### config.mk
export PLATFORM = sky130hd
export DESIGN_NAME = media_packet_header_deframer
export DESIGN_NICKNAME = d
export VERILOG_FILES = /design/src/rtl/core/mphd_pkg.sv /design/src/rtl/core/media_packet_header_deframer.sv
export SDC_FILE = /design/constraint.sdc
export NUM_CORES = 1
export LEC_CHECK = 0
export ABC_AREA = 1
export BUFFER_PORTS_ARGS = -buffer_cell sky130_fd_sc_hd__buf_2
export CAP_MARGIN = 20
export CORE_AREA = 2 2 187 189
export CTS_BUF_LIST = sky130_fd_sc_hd__clkbuf_4
export DETAILED_ROUTE_END_ITERATION = 12
export DIE_AREA = 0 0 189 191
export PLACE_DENSITY = 0.78
export SETUP_SLACK_MARGIN = 0.4
export SLEW_MARGIN = 20
export SYNTH_ARGS = -nofsm -noshare
export SYNTH_HDL_FRONTEND = slang
export SYNTH_SLANG_ARGS = --single-unit
### constraint.sdc
create_clock -name clk -period 5.8 [get_ports clk]
set_input_delay 0 -clock clk [delete_from_list [all_inputs] [get_ports clk]]
set_output_delay 0 -clock clk [all_outputs]
set_load 0.02 [all_outputs]
### src/rtl/core/mphd_pkg.sv
// Shared types, codes and constants of the media packet header deframer.
package mphd_pkg;

	// Header layout
	localparam int unsigned HEADER_BYTES = 30;
	localparam int unsigned FIXED_PART   = 16;
	localparam int unsigned STAMP_END    = FIXED_PART + 8;
	localparam logic [31:0] MARK_WORD    = 32'h3031_6364;
	localparam logic [15:0] MAX_BODY_RESET = 16'd950;

	// Parse phases
	localparam logic [1:0] PH_HUNT   = 2'd0;
	localparam logic [1:0] PH_HEADER = 2'd1;
	localparam logic [1:0] PH_BODY   = 2'd2;

	// Result kinds
	localparam logic [1:0] RES_HEADER = 2'd0;
	localparam logic [1:0] RES_BODY   = 2'd1;
	localparam logic [1:0] RES_ERROR  = 2'd2;

	// Media kinds
	localparam logic [2:0] MEDIA_VIDEO_B = 3'd2;
	localparam logic [2:0] MEDIA_AUDIO   = 3'd3;
	localparam logic [2:0] MEDIA_PASS    = 3'd4;

	// Fragment marks
	localparam logic [1:0] FRAG_ATOMIC = 2'd0;
	localparam logic [1:0] FRAG_LAST   = 2'd2;

	// Error codes
	localparam logic [2:0] ERR_MARK     = 3'd0;
	localparam logic [2:0] ERR_PAYLOAD  = 3'd1;
	localparam logic [2:0] ERR_DATATYPE = 3'd2;
	localparam logic [2:0] ERR_SUBPACK  = 3'd3;
	localparam logic [2:0] ERR_LENGTH   = 3'd4;

	// Header byte positions
	localparam logic [4:0] POS_PTYPE   = 5'd5;
	localparam logic [4:0] POS_SEQ_HI  = 5'd6;
	localparam logic [4:0] POS_SEQ_LO  = 5'd7;
	localparam logic [4:0] POS_SIM_LO  = 5'd8;
	localparam logic [4:0] POS_SIM_HI  = 5'd13;
	localparam logic [4:0] POS_CHANNEL = 5'd14;
	localparam logic [4:0] POS_TYPE    = 5'd15;
	localparam logic [4:0] POS_LEN_VIDEO = 5'(HEADER_BYTES - 2);
	localparam logic [4:0] POS_LEN_AUDIO = 5'(HEADER_BYTES - 6);
	localparam logic [4:0] POS_LEN_PASS  = 5'(HEADER_BYTES - 14);

	typedef struct packed {
		logic [1:0]  result_kind;
		logic [15:0] sequence_number;
		logic [7:0]  channel_number;
		logic [47:0] sim_number;
		logic [2:0]  media_kind;
		logic [1:0]  fragment_mark;
		logic [2:0]  codec_kind;
		logic [63:0] time_stamp;
		logic [15:0] body_length;
		logic [7:0]  body_byte;
		logic        message_end;
		logic [2:0]  error_code;
	} result_t;

	typedef struct packed {
		logic       known;
		logic [2:0] code;
	} codec_t;

	// Map the 7-bit payload type onto the codec code.
	function automatic codec_t codec_of(input logic [6:0] ptype);
		codec_t c;
		c.known = 1'b1;
		case (ptype)
			7'd6:    c.code = 3'd0;
			7'd7:    c.code = 3'd1;
			7'd19:   c.code = 3'd2;
			7'd26:   c.code = 3'd3;
			7'd98:   c.code = 3'd4;
			default: begin
				c.known = 1'b0;
				c.code  = 3'd0;
			end
		endcase
		return c;
	endfunction

endpackage

### src/rtl/core/media_packet_header_deframer.sv
// Top level of the media packet header deframer: byte parser and result register.
// Takes one stream byte per word and parses a media packet header: the mark
// 30 31 63 64, version/flags, marker bit and payload type, sequence number,
// six BCD SIM bytes, channel, and a data-type/subpackage byte, followed by
// an 8-byte timestamp, two frame intervals and the body length for video,
// the timestamp and body length for audio, or the body length alone for
// passthrough. On the last length byte one header summary word goes out,
// then one body word per body byte; message_end marks the final byte (or an
// empty-body summary) of an atomic or last subpackage. A bad mark (seen on
// the fourth byte), an unknown payload type, a bad data type, a bad
// subpackage mark or a body length above max_body_length produces a single
// error word and the parser returns to hunting for the next four-byte mark.
// Each input word is parsed in the cycle it is taken and its result lands in
// one output register, so the block takes one byte per clock; it stalls
// only while that output register holds a word the consumer has not taken.
// max_body_length is written through the cfg port (always ready); the user must write it only
// while idle, since the block itself does not enforce that. It resets to 950.
module media_packet_header_deframer (
	input  logic        clk,
	input  logic        arst_n,
	// configuration
	input  logic        cfg_valid,
	output logic        cfg_ready,
	input  logic [15:0] max_body_length,
	// byte input
	input  logic        in_valid,
	output logic        in_ready,
	input  logic [7:0]  byte_value,
	// result output
	output logic        out_valid,
	input  logic        out_ready,
	output logic [1:0]  result_kind,
	output logic [15:0] sequence_number,
	output logic [7:0]  channel_number,
	output logic [47:0] sim_number,
	output logic [2:0]  media_kind,
	output logic [1:0]  fragment_mark,
	output logic [2:0]  codec_kind,
	output logic [63:0] time_stamp,
	output logic [15:0] body_length,
	output logic [7:0]  body_byte,
	output logic        message_end,
	output logic [2:0]  error_code
);

	// Parser state
	logic [1:0]  phase_q,  phase_d;
	logic [4:0]  idx_q,    idx_d;
	logic [23:0] mark_q,   mark_d;
	logic [15:0] seq_q,    seq_d;
	logic [7:0]  chan_q,   chan_d;
	logic [47:0] sim_q,    sim_d;
	logic [2:0]  kind_q,   kind_d;
	logic [1:0]  frag_q,   frag_d;
	logic [2:0]  codec_q,  codec_d;
	logic [63:0] stamp_q,  stamp_d;
	logic [15:0] len_q,    len_d;
	logic [15:0] remain_q, remain_d;
	logic [15:0] max_len_q;

	// Output register
	mphd_pkg::result_t res_q, res_d;
	logic              out_valid_q;

	logic              accept;
	logic              emit;
	logic              is_error;
	logic              advance;
	logic              ends_msg;
	logic [31:0]       mark_full;
	logic [4:0]        hunt_idx;
	logic [4:0]        len_pos;
	logic [15:0]       len_full;
	mphd_pkg::codec_t  codec_sel;

	assign cfg_ready = 1'b1;
	// Take a byte whenever the result register is empty or drains this cycle.
	assign in_ready  = !out_valid_q || out_ready;
	assign accept    = in_valid && in_ready;

	assign ends_msg  = (frag_q == mphd_pkg::FRAG_ATOMIC) || (frag_q == mphd_pkg::FRAG_LAST);
	assign mark_full = {mark_q, byte_value};
	assign hunt_idx  = (idx_q > 5'd3) ? 5'd0 : idx_q;
	assign len_full  = {len_q[7:0], byte_value};
	assign codec_sel = mphd_pkg::codec_of(byte_value[6:0]);

	// Length bytes sit at a position set by the media kind.
	always_comb begin
		if (kind_q <= mphd_pkg::MEDIA_VIDEO_B) begin
			len_pos = mphd_pkg::POS_LEN_VIDEO;
		end else if (kind_q == mphd_pkg::MEDIA_AUDIO) begin
			len_pos = mphd_pkg::POS_LEN_AUDIO;
		end else begin
			len_pos = mphd_pkg::POS_LEN_PASS;
		end
	end

	// Next state and result for the byte on the input.
	always_comb begin
		phase_d  = phase_q;
		idx_d    = idx_q;
		mark_d   = mark_q;
		seq_d    = seq_q;
		chan_d   = chan_q;
		sim_d    = sim_q;
		kind_d   = kind_q;
		frag_d   = frag_q;
		codec_d  = codec_q;
		stamp_d  = stamp_q;
		len_d    = len_q;
		remain_d = remain_q;
		emit     = 1'b0;
		is_error = 1'b0;
		advance  = 1'b0;
		res_d    = '0;

		case (phase_q)
			mphd_pkg::PH_BODY: begin
				emit            = 1'b1;
				res_d.result_kind = mphd_pkg::RES_BODY;
				res_d.body_byte = byte_value;
				if (remain_q != 16'd0) begin
					remain_d = remain_q - 16'd1;
				end
				if (remain_d == 16'd0) begin
					res_d.message_end = ends_msg;
					phase_d = mphd_pkg::PH_HUNT;
					idx_d   = 5'd0;
					mark_d  = '0;
				end
			end
			mphd_pkg::PH_HEADER: begin
				advance = 1'b1;
				if (idx_q == mphd_pkg::POS_PTYPE) begin
					if (codec_sel.known) begin
						codec_d = codec_sel.code;
					end else begin
						is_error = 1'b1;
						res_d.error_code = mphd_pkg::ERR_PAYLOAD;
					end
				end else if (idx_q == mphd_pkg::POS_SEQ_HI || idx_q == mphd_pkg::POS_SEQ_LO) begin
					seq_d = {seq_q[7:0], byte_value};
				end else if (idx_q >= mphd_pkg::POS_SIM_LO && idx_q <= mphd_pkg::POS_SIM_HI) begin
					sim_d = {sim_q[39:0], byte_value};
				end else if (idx_q == mphd_pkg::POS_CHANNEL) begin
					chan_d = byte_value;
				end else if (idx_q == mphd_pkg::POS_TYPE) begin
					if (byte_value[7:4] > 4'(mphd_pkg::MEDIA_PASS)) begin
						is_error = 1'b1;
						res_d.error_code = mphd_pkg::ERR_DATATYPE;
					end else if (byte_value[3:0] > 4'd3) begin
						is_error = 1'b1;
						res_d.error_code = mphd_pkg::ERR_SUBPACK;
					end else begin
						kind_d  = byte_value[6:4];
						frag_d  = byte_value[1:0];
						stamp_d = '0;
						len_d   = '0;
					end
				end else if (idx_q >= 5'(mphd_pkg::FIXED_PART)) begin
					// Video and audio shift their eight timestamp bytes into the stamp; length bytes stay out.
					if (kind_q <= mphd_pkg::MEDIA_AUDIO && idx_q < 5'(mphd_pkg::STAMP_END)) begin
						stamp_d = {stamp_q[55:0], byte_value};
					end
					if (idx_q == len_pos) begin
						len_d = {8'd0, byte_value};
					end else if (idx_q == len_pos + 5'd1) begin
						len_d = len_full;
						if (len_full > max_len_q) begin
							is_error = 1'b1;
							res_d.error_code = mphd_pkg::ERR_LENGTH;
						end else begin
							advance  = 1'b0;
							emit     = 1'b1;
							res_d.result_kind = mphd_pkg::RES_HEADER;
							remain_d = len_full;
							idx_d    = 5'd0;
							mark_d   = '0;
							if (len_full == 16'd0) begin
								res_d.message_end = ends_msg;
								phase_d = mphd_pkg::PH_HUNT;
							end else begin
								phase_d = mphd_pkg::PH_BODY;
							end
						end
					end
				end
				if (advance) begin
					idx_d = ((idx_q >= 5'(mphd_pkg::HEADER_BYTES)) ?
						5'(mphd_pkg::HEADER_BYTES - 1) : idx_q) + 5'd1;
				end
			end
			default: begin
				// Hunt: collect four bytes without sliding, then check the mark.
				mark_d = mark_full[23:0];
				if (hunt_idx < 5'd3) begin
					idx_d = hunt_idx + 5'd1;
				end else if (mark_full != mphd_pkg::MARK_WORD) begin
					is_error = 1'b1;
					res_d.error_code = mphd_pkg::ERR_MARK;
				end else begin
					phase_d = mphd_pkg::PH_HEADER;
					idx_d   = 5'd4;
				end
			end
		endcase

		if (is_error) begin
			// Drop the packet and hunt again.
			emit    = 1'b1;
			res_d.result_kind = mphd_pkg::RES_ERROR;
			phase_d = mphd_pkg::PH_HUNT;
			idx_d   = 5'd0;
			mark_d  = '0;
		end else if (emit) begin
			res_d.sequence_number = seq_d;
			res_d.channel_number  = chan_d;
			res_d.sim_number      = sim_d;
			res_d.media_kind      = kind_d;
			res_d.fragment_mark   = frag_d;
			res_d.codec_kind      = codec_d;
			res_d.time_stamp      = stamp_d;
			res_d.body_length     = len_d;
		end
	end

	// Control state and holds
	always_ff @(posedge clk or negedge arst_n) begin
		if (!arst_n) begin
			phase_q     <= mphd_pkg::PH_HUNT;
			idx_q       <= '0;
			mark_q      <= '0;
			seq_q       <= '0;
			chan_q      <= '0;
			sim_q       <= '0;
			kind_q      <= '0;
			frag_q      <= '0;
			codec_q     <= '0;
			stamp_q     <= '0;
			len_q       <= '0;
			remain_q    <= '0;
			max_len_q   <= mphd_pkg::MAX_BODY_RESET;
			out_valid_q <= 1'b0;
		end else begin
			if (cfg_valid && cfg_ready) begin
				max_len_q <= max_body_length;
			end
			if (accept) begin
				phase_q  <= phase_d;
				idx_q    <= idx_d;
				mark_q   <= mark_d;
				seq_q    <= seq_d;
				chan_q   <= chan_d;
				sim_q    <= sim_d;
				kind_q   <= kind_d;
				frag_q   <= frag_d;
				codec_q  <= codec_d;
				stamp_q  <= stamp_d;
				len_q    <= len_d;
				remain_q <= remain_d;
			end
			// Advance the result register; it is empty or drains whenever a word is taken.
			if (accept) begin
				out_valid_q <= emit;
			end else if (out_ready) begin
				out_valid_q <= 1'b0;
			end
		end
	end

	// Result payload: hold while stalled.
	always_ff @(posedge clk) begin
		if (accept && emit) begin
			res_q <= res_d;
		end
	end

	assign out_valid       = out_valid_q;
	assign result_kind     = res_q.result_kind;
	assign sequence_number = res_q.sequence_number;
	assign channel_number  = res_q.channel_number;
	assign sim_number      = res_q.sim_number;
	assign media_kind      = res_q.media_kind;
	assign fragment_mark   = res_q.fragment_mark;
	assign codec_kind      = res_q.codec_kind;
	assign time_stamp      = res_q.time_stamp;
	assign body_length     = res_q.body_length;
	assign body_byte       = res_q.body_byte;
	assign message_end     = res_q.message_end;
	assign error_code      = res_q.error_code;

endmodule
* Yosys cells after proc, flatten, opt, wreduce, memory -nomap -nowiden
Cells that the tools add are included.
Word-level totals: input port bits 29, logic and storage cells 279, flip-flop bits (word level) 398, output and inout bits 177
Cells by class: eq/ne operators 48, reductions and logical operators 20, multiplexer cells 168, order comparisons 12, add/subtract/negate cells 4, bitwise operators 1
Operators with widths (number):
- two-way mux 64 bit | 10
- two-way mux 16 bit | 25
- two-way mux 24 bit | 11
- two-way mux 48 bit | 4
- two-way mux 5 bit | 16
- two-way mux 2 bit | 24
- case mux 24 bit (2 select lines) | 1
- two-way mux 1 bit | 43
- two-way mux 3 bit | 14
- two-way mux 8 bit | 5
- != test 4 bit (second input constant) | 9
- zero test 16 bit | 2
- two-way mux 4 bit | 8
- != test 32 x 30 -> 1 bit (second input constant) | 1
- case mux 16 bit (2 select lines) | 1
- != test 3 bit (second input constant) | 10
- AND reduction 11 bit | 2
- != test 2 bit (second input constant) | 9
- > comparator 16 bit | 1
- nonzero test 16 bit | 1
- subtractor 16 x 1 -> 16 bit (second input constant) | 1
- adder 5 x 1 -> 5 bit (second input constant) | 3
- == test 5 x 3 -> 1 bit (second input constant) | 3
- == test 7 x 3 -> 1 bit (second input constant) | 2
- 32 further kinds | 47

* Depth between registers and ports, before layout
word-level depth 17, gate-level depth with buffers 21, depth with buffers taken out 20

* Least setup slack after synthesis
OpenSTA, ideal clock, no wires.
path type register to register, from register max_len_q[7], to register res_q, in the netlist body_byte[0] (enable), setup slack 0.219 ns, stages on the path, launching flop included 13, required time 5.275 ns, arrival time 5.055 ns, library setup time 0.525 ns, period minus slack after synthesis 5.581 ns, path through dfstp_2 inv_1 ha_1 a21oi_1 o21a_1 nand2_1 nand2_1 nand2_1 nand2_1 nand2_1 o22ai_1 o21ai_0 inv_1
On the way: cells in the longest elaborated chain, start to end 13
RTL lines:
- start: declaration | RTL line media_packet_header_deframer.sv:59 | logic [15:0] max_len_q;
- start signal: assignment | RTL line media_packet_header_deframer.sv:242 | max_len_q <= mphd_pkg::MAX_BODY_RESET;
- start signal: assignment | RTL line media_packet_header_deframer.sv:246 | max_len_q <= max_body_length;
- > comparator 16 bit (*) | RTL line media_packet_header_deframer.sv:169 | if (len_full > max_len_q) begin
- two-way mux 1 bit | RTL line media_packet_header_deframer.sv:169
- two-way mux 1 bit | RTL line media_packet_header_deframer.sv:167 | end else if (idx_q == len_pos + 5'd1) begin
- two-way mux 1 bit | RTL line media_packet_header_deframer.sv:165 | if (idx_q == len_pos) begin
- two-way mux 1 bit | RTL line media_packet_header_deframer.sv:160 | end else if (idx_q >= 5'(mphd_pkg::FIXED_PART)) begin
- two-way mux 1 bit | RTL line media_packet_header_deframer.sv:147 | end else if (idx_q == mphd_pkg::POS_TYPE) begin
- two-way mux 1 bit | RTL line media_packet_header_deframer.sv:145 | end else if (idx_q == mphd_pkg::POS_CHANNEL) begin
- two-way mux 1 bit | RTL line media_packet_header_deframer.sv:143 | end else if (idx_q >= mphd_pkg::POS_SIM_LO && idx_q <= mphd_pkg::POS_SIM_HI) begin
- two-way mux 1 bit | RTL line media_packet_header_deframer.sv:141 | end else if (idx_q == mphd_pkg::POS_SEQ_HI || idx_q == mphd_pkg::POS_SEQ_LO) begin
- two-way mux 1 bit | RTL line media_packet_header_deframer.sv:134 | if (idx_q == mphd_pkg::POS_PTYPE) begin
- case mux 1 bit (2 select lines) | RTL line media_packet_header_deframer.sv:117 | case (phase_q)
- two-way mux 1 bit (*) | RTL line media_packet_header_deframer.sv:208 | if (is_error) begin
- logical AND 1 bit (*) | RTL line media_packet_header_deframer.sv:273 | if (accept && emit) begin
- end signal: assignment | RTL line media_packet_header_deframer.sv:274 | res_q <= res_d;
- end: declaration | RTL line media_packet_header_deframer.sv:62 | mphd_pkg::result_t res_q, res_d;
Every way passes the cells marked *; elsewhere a longest branch is shown, timed or not. A chain may end at the register's enable or synchronous reset.

* Worst setup path in the final report
from register idx_q[2], to register res_q, in the netlist time_stamp[23] (enable)
On the way: cells in the longest elaborated chain, start to end 12
RTL lines:
- start: declaration | RTL line media_packet_header_deframer.sv:48 | logic [4:0] idx_q, idx_d;
- start signal: assignment | RTL line media_packet_header_deframer.sv:250 | idx_q <= idx_d;
- branches (longest 10 deep; another with > comparator 5 x 2 -> 1 bit)
- two-way mux 1 bit (*) | RTL line media_packet_header_deframer.sv:208
- logical AND 1 bit (*) | RTL line media_packet_header_deframer.sv:273
Every way passes the cells marked *.

==> metrics.yaml <==
tightest_slew_ns: 1.08
powerDensity_nw_per_um2: 419
peakVddDrop_mv: 0.229
antenna_found_initial: 1
hp-start: "in_valid"
reg2regPathDepth: 13
routed_wl_um: 49000
syn_nets: 2090
finalInstanceArea_um2: 21700
max_slew_margin_pct: 27.7
synth_top_area_share_pct: 29.4
ys_warn_count: 0
synth_edf_count: 174
h-tree-depth: 3
hold_end: "len_q[9]"
drv_cap: 0
cts.clk_slew.worst_paths_ns: 0.07
clock_power_share_pct: 27.3
start_kind: "flop"
slew_violations: 0
internal-power_mw: 5.62
final_cells: 2843
yosysSeqAreaShare_pct: 58.6
die_w_um: 189
place_hpwl_um: 31100
grt_pass1_vias: 14835
async_reset_ff_share_pct: 56.3
holdWs_ns: 0.0557
p_sw_mw: 3.48
cts_setup_buffers: 0
status: "completed"
crit_start: "idx_q[2]"
worst_slack_ns: 1.46
antenna_left: 0
gr-total-overflow: 0
fin_nets: 2354
cts_resized: 0
setup_viol: 0
die_area_um2: 36100
finalHoldViolCount: 0
min_period_over_period_pct: 74.9
post_dp_cell_area_um2: 19700
drtIter0Drc: 1400
clk_latency_ns: 0.77
yosys_most_used_dff: "dfrtp_1"
grtUsageTotal_pct: 27.2
place_ws_ns: 1.77
synth_area_leaders: "dfrtp_1 (29%), edfxtp_1 (28%), nand2_1 (8.7%)"
layout_common_cells: "nand2_1 (426), nor2_1 (270), o21ai_0 (246)"
cts_tree: "done"
p_leak_nw: 9.25
worstReg2RegEnd: "time_stamp[23]"
grt_max_degree: 162
timing.rr.start: "idx_q[2]"
n_fill_cell: 2852
via_per_inst: 5.49
dp.cells: 2592
fmax_mhz: 230
grt_pass1_wl_um: 78000
num_vias: 15602
rsz0062_at_grt: "no"
drive_gt1_share_pct: 17.5
port_buffers: 204
finalSetupTns_ns: 0
syn_inst: 2039
cts_num_sinks: 398
gp_congestion: 0.934
pwr-share-seq_pct: 43.0
cts-root-buf: "clkbuf_4"
synth_area_per_cell_um2: 9.07
required_ns: 6.13
r2r_slack_ns: 1.46
finClkSkew_ns: 0.0559
hold_path_class: "in2reg"
post-synth-top-area-cell: "dfrtp_1"
initial_core_util_pct: 54.2
power_frac_comb_pct: 29.7
wl_per_cell_um: 17.2
final_common_cell: "nand2_1"
ys_seq_elements: 398
coreArea_um2: 34100
area_delta_synth_final_pct: 17.2
p_sw_share_pct: 38.2
post-route-drc-count: 0
worst-setup-path-type: "reg2reg"
crit_path_end_kind: "flop"
synth_area_um2: 18500
io_pins: 206
crit_arrival_ns: 4.67
crit_path_max_fanout: 161
row_count: 68
ys_types: 45
hold_depth: 4
firstDrtPassIters: 6
min_period_ns: 4.34
clk_path_buf_depth: 3
die_y_um: 191
cts_buffers: 99
## cell usage after synthesis (2+ instances only)
master,number
nor2_2,3
edfxtp_1,174
o22ai_1,66
nand2_1,427
nand4_1,12
ha_1,22
nor2_4,4
xor2_1,3
a21oi_1,78
o21ai_0,246
nand3_2,2
xnor2_1,2
o211ai_1,6
dfstp_2,7
inv_2,15
o21ai_1,28
buf_6,13
o21ai_2,4
nor3_2,4
nand3b_1,2
buf_2,22
a22oi_1,51
a31oi_1,4
and2_1,2
a32oi_1,2
nand2_2,3
nor3_1,13
dfrtp_1,217
clkbuf_1,71
inv_1,195
buf_1,7
nor2_1,271
o32ai_1,8
mux2i_1,3
nand3_1,40
nor4_1,3
## through the flow
step | utilization, % | power [mW]
5_1_grt | 63.6 | 9.69
3_3_place_gp | 57.6 | 6.50
4_1_cts | 63.5 | 9.10
2_1_floorplan | - | 5.84
6_report | 63.6 | 9.10
3_5_place_dp | 57.6 | 6.57
## final cells by class
| cell class | count | area, um^2 | share of cell area [%] |
|---|---|---|---|
| Inverter | 211 | 796 | 3.67 |
| Timing Repair Buffer | 277 | 1780 | 8.19 |
| Sequential cell | 398 | 10800 | 50.0 |
| Antenna cell | 1 | 2.50 | 0.0115 |
| Multi-Input combinational cell | 1316 | 6360 | 29.3 |
| Tap cell | 455 | 569 | 2.62 |
| Clock buffer | 136 | 1020 | 4.71 |
| Clock inverter | 49 | 322 | 1.48 |
## cell families after synthesis
group	Yosys count	synth area share (%)
compound gates	496	15.0
xor+xnor	5	0.237
fa+ha+maj	22	1.49
buf+inv	325	7.29
flops	398	58.6
mux	4	0.223
other cells	1	0.0203
simple gates	788	17.2
## power by group through the flow
stage               Clock, mW  Combinational, mW  Sequential, mW
floorplan                   0               1.79            4.05
detailed placement          0               2.61            3.95
CTS                      2.52               2.67            3.91
global route             2.69               3.02            3.98
finish                   2.48               2.70            3.92
global placement            0               2.56            3.94
## layer usage
| layer | wire length [um] | GRT usage (%) | share of wire, % | up-vias |
|---|---|---|---|---|
| li1 | - | - | - | 7425 |
| met1 | 21300 | 37.7 | 43 | 7433 |
| met2 | 22700 | 42.7 | 46 | 631 |
| met3 | 3440 | 5.18 | 7.0 | 113 |
| met4 | 1520 | 10.9 | 3.1 | 0 |
| met5 | 0 | 0 | 0 | - |
## worst max-delay path, stage by stage, from the launching register on
cell	delay (ns)
dfrtp_1	0.51
nand2_1	0.26
inv_2	0.09
nand2_2	0.17
nor2_4	0.07
inv_2	0.76
nor2_4	0.10
inv_2	0.10
nand3_2	0.10
nand2_2	0.12
nand2_4	0.09
o21ai_0	0.40
clkinvlp_4	0.49
buf_12	0.39
## how the worst max path moves through the flow
stage / slack (ns) / end / depth (start not counted)
2_1_floorplan: 0.82 / body_byte[0] / 11
3_5_place_dp: 1.77 / time_stamp[38] / 13
3_3_place_gp: 1.87 / time_stamp[39] / 13
5_1_grt: 1.25 / time_stamp[8] / 13
4_1_cts: 1.70 / sim_number[23] / 13
6_report: 1.46 / time_stamp[23] / 13
## registers in the layout, indices dropped and copies added (netlist names), 8 cells and up
| signal | cells |
|---|---|
| stamp_q | 64 |
| time_stamp | 64 |
| sim_number | 48 |
| sim_q | 48 |
| mark_q | 24 |
| body_length | 16 |
| len_q | 16 |
| max_len_q | 16 |
| remain_q | 16 |
| seq_q | 16 |
| sequence_number | 16 |
| body_byte | 8 |
| chan_q | 8 |
| channel_number | 8 |
## timing repair
item	4_1_cts	5_1_grt
hold buffers	64	0
endpoints found under the hold margin	184	0
setup endpoints to repair	0	0
(Power assumes the default switching activity.)
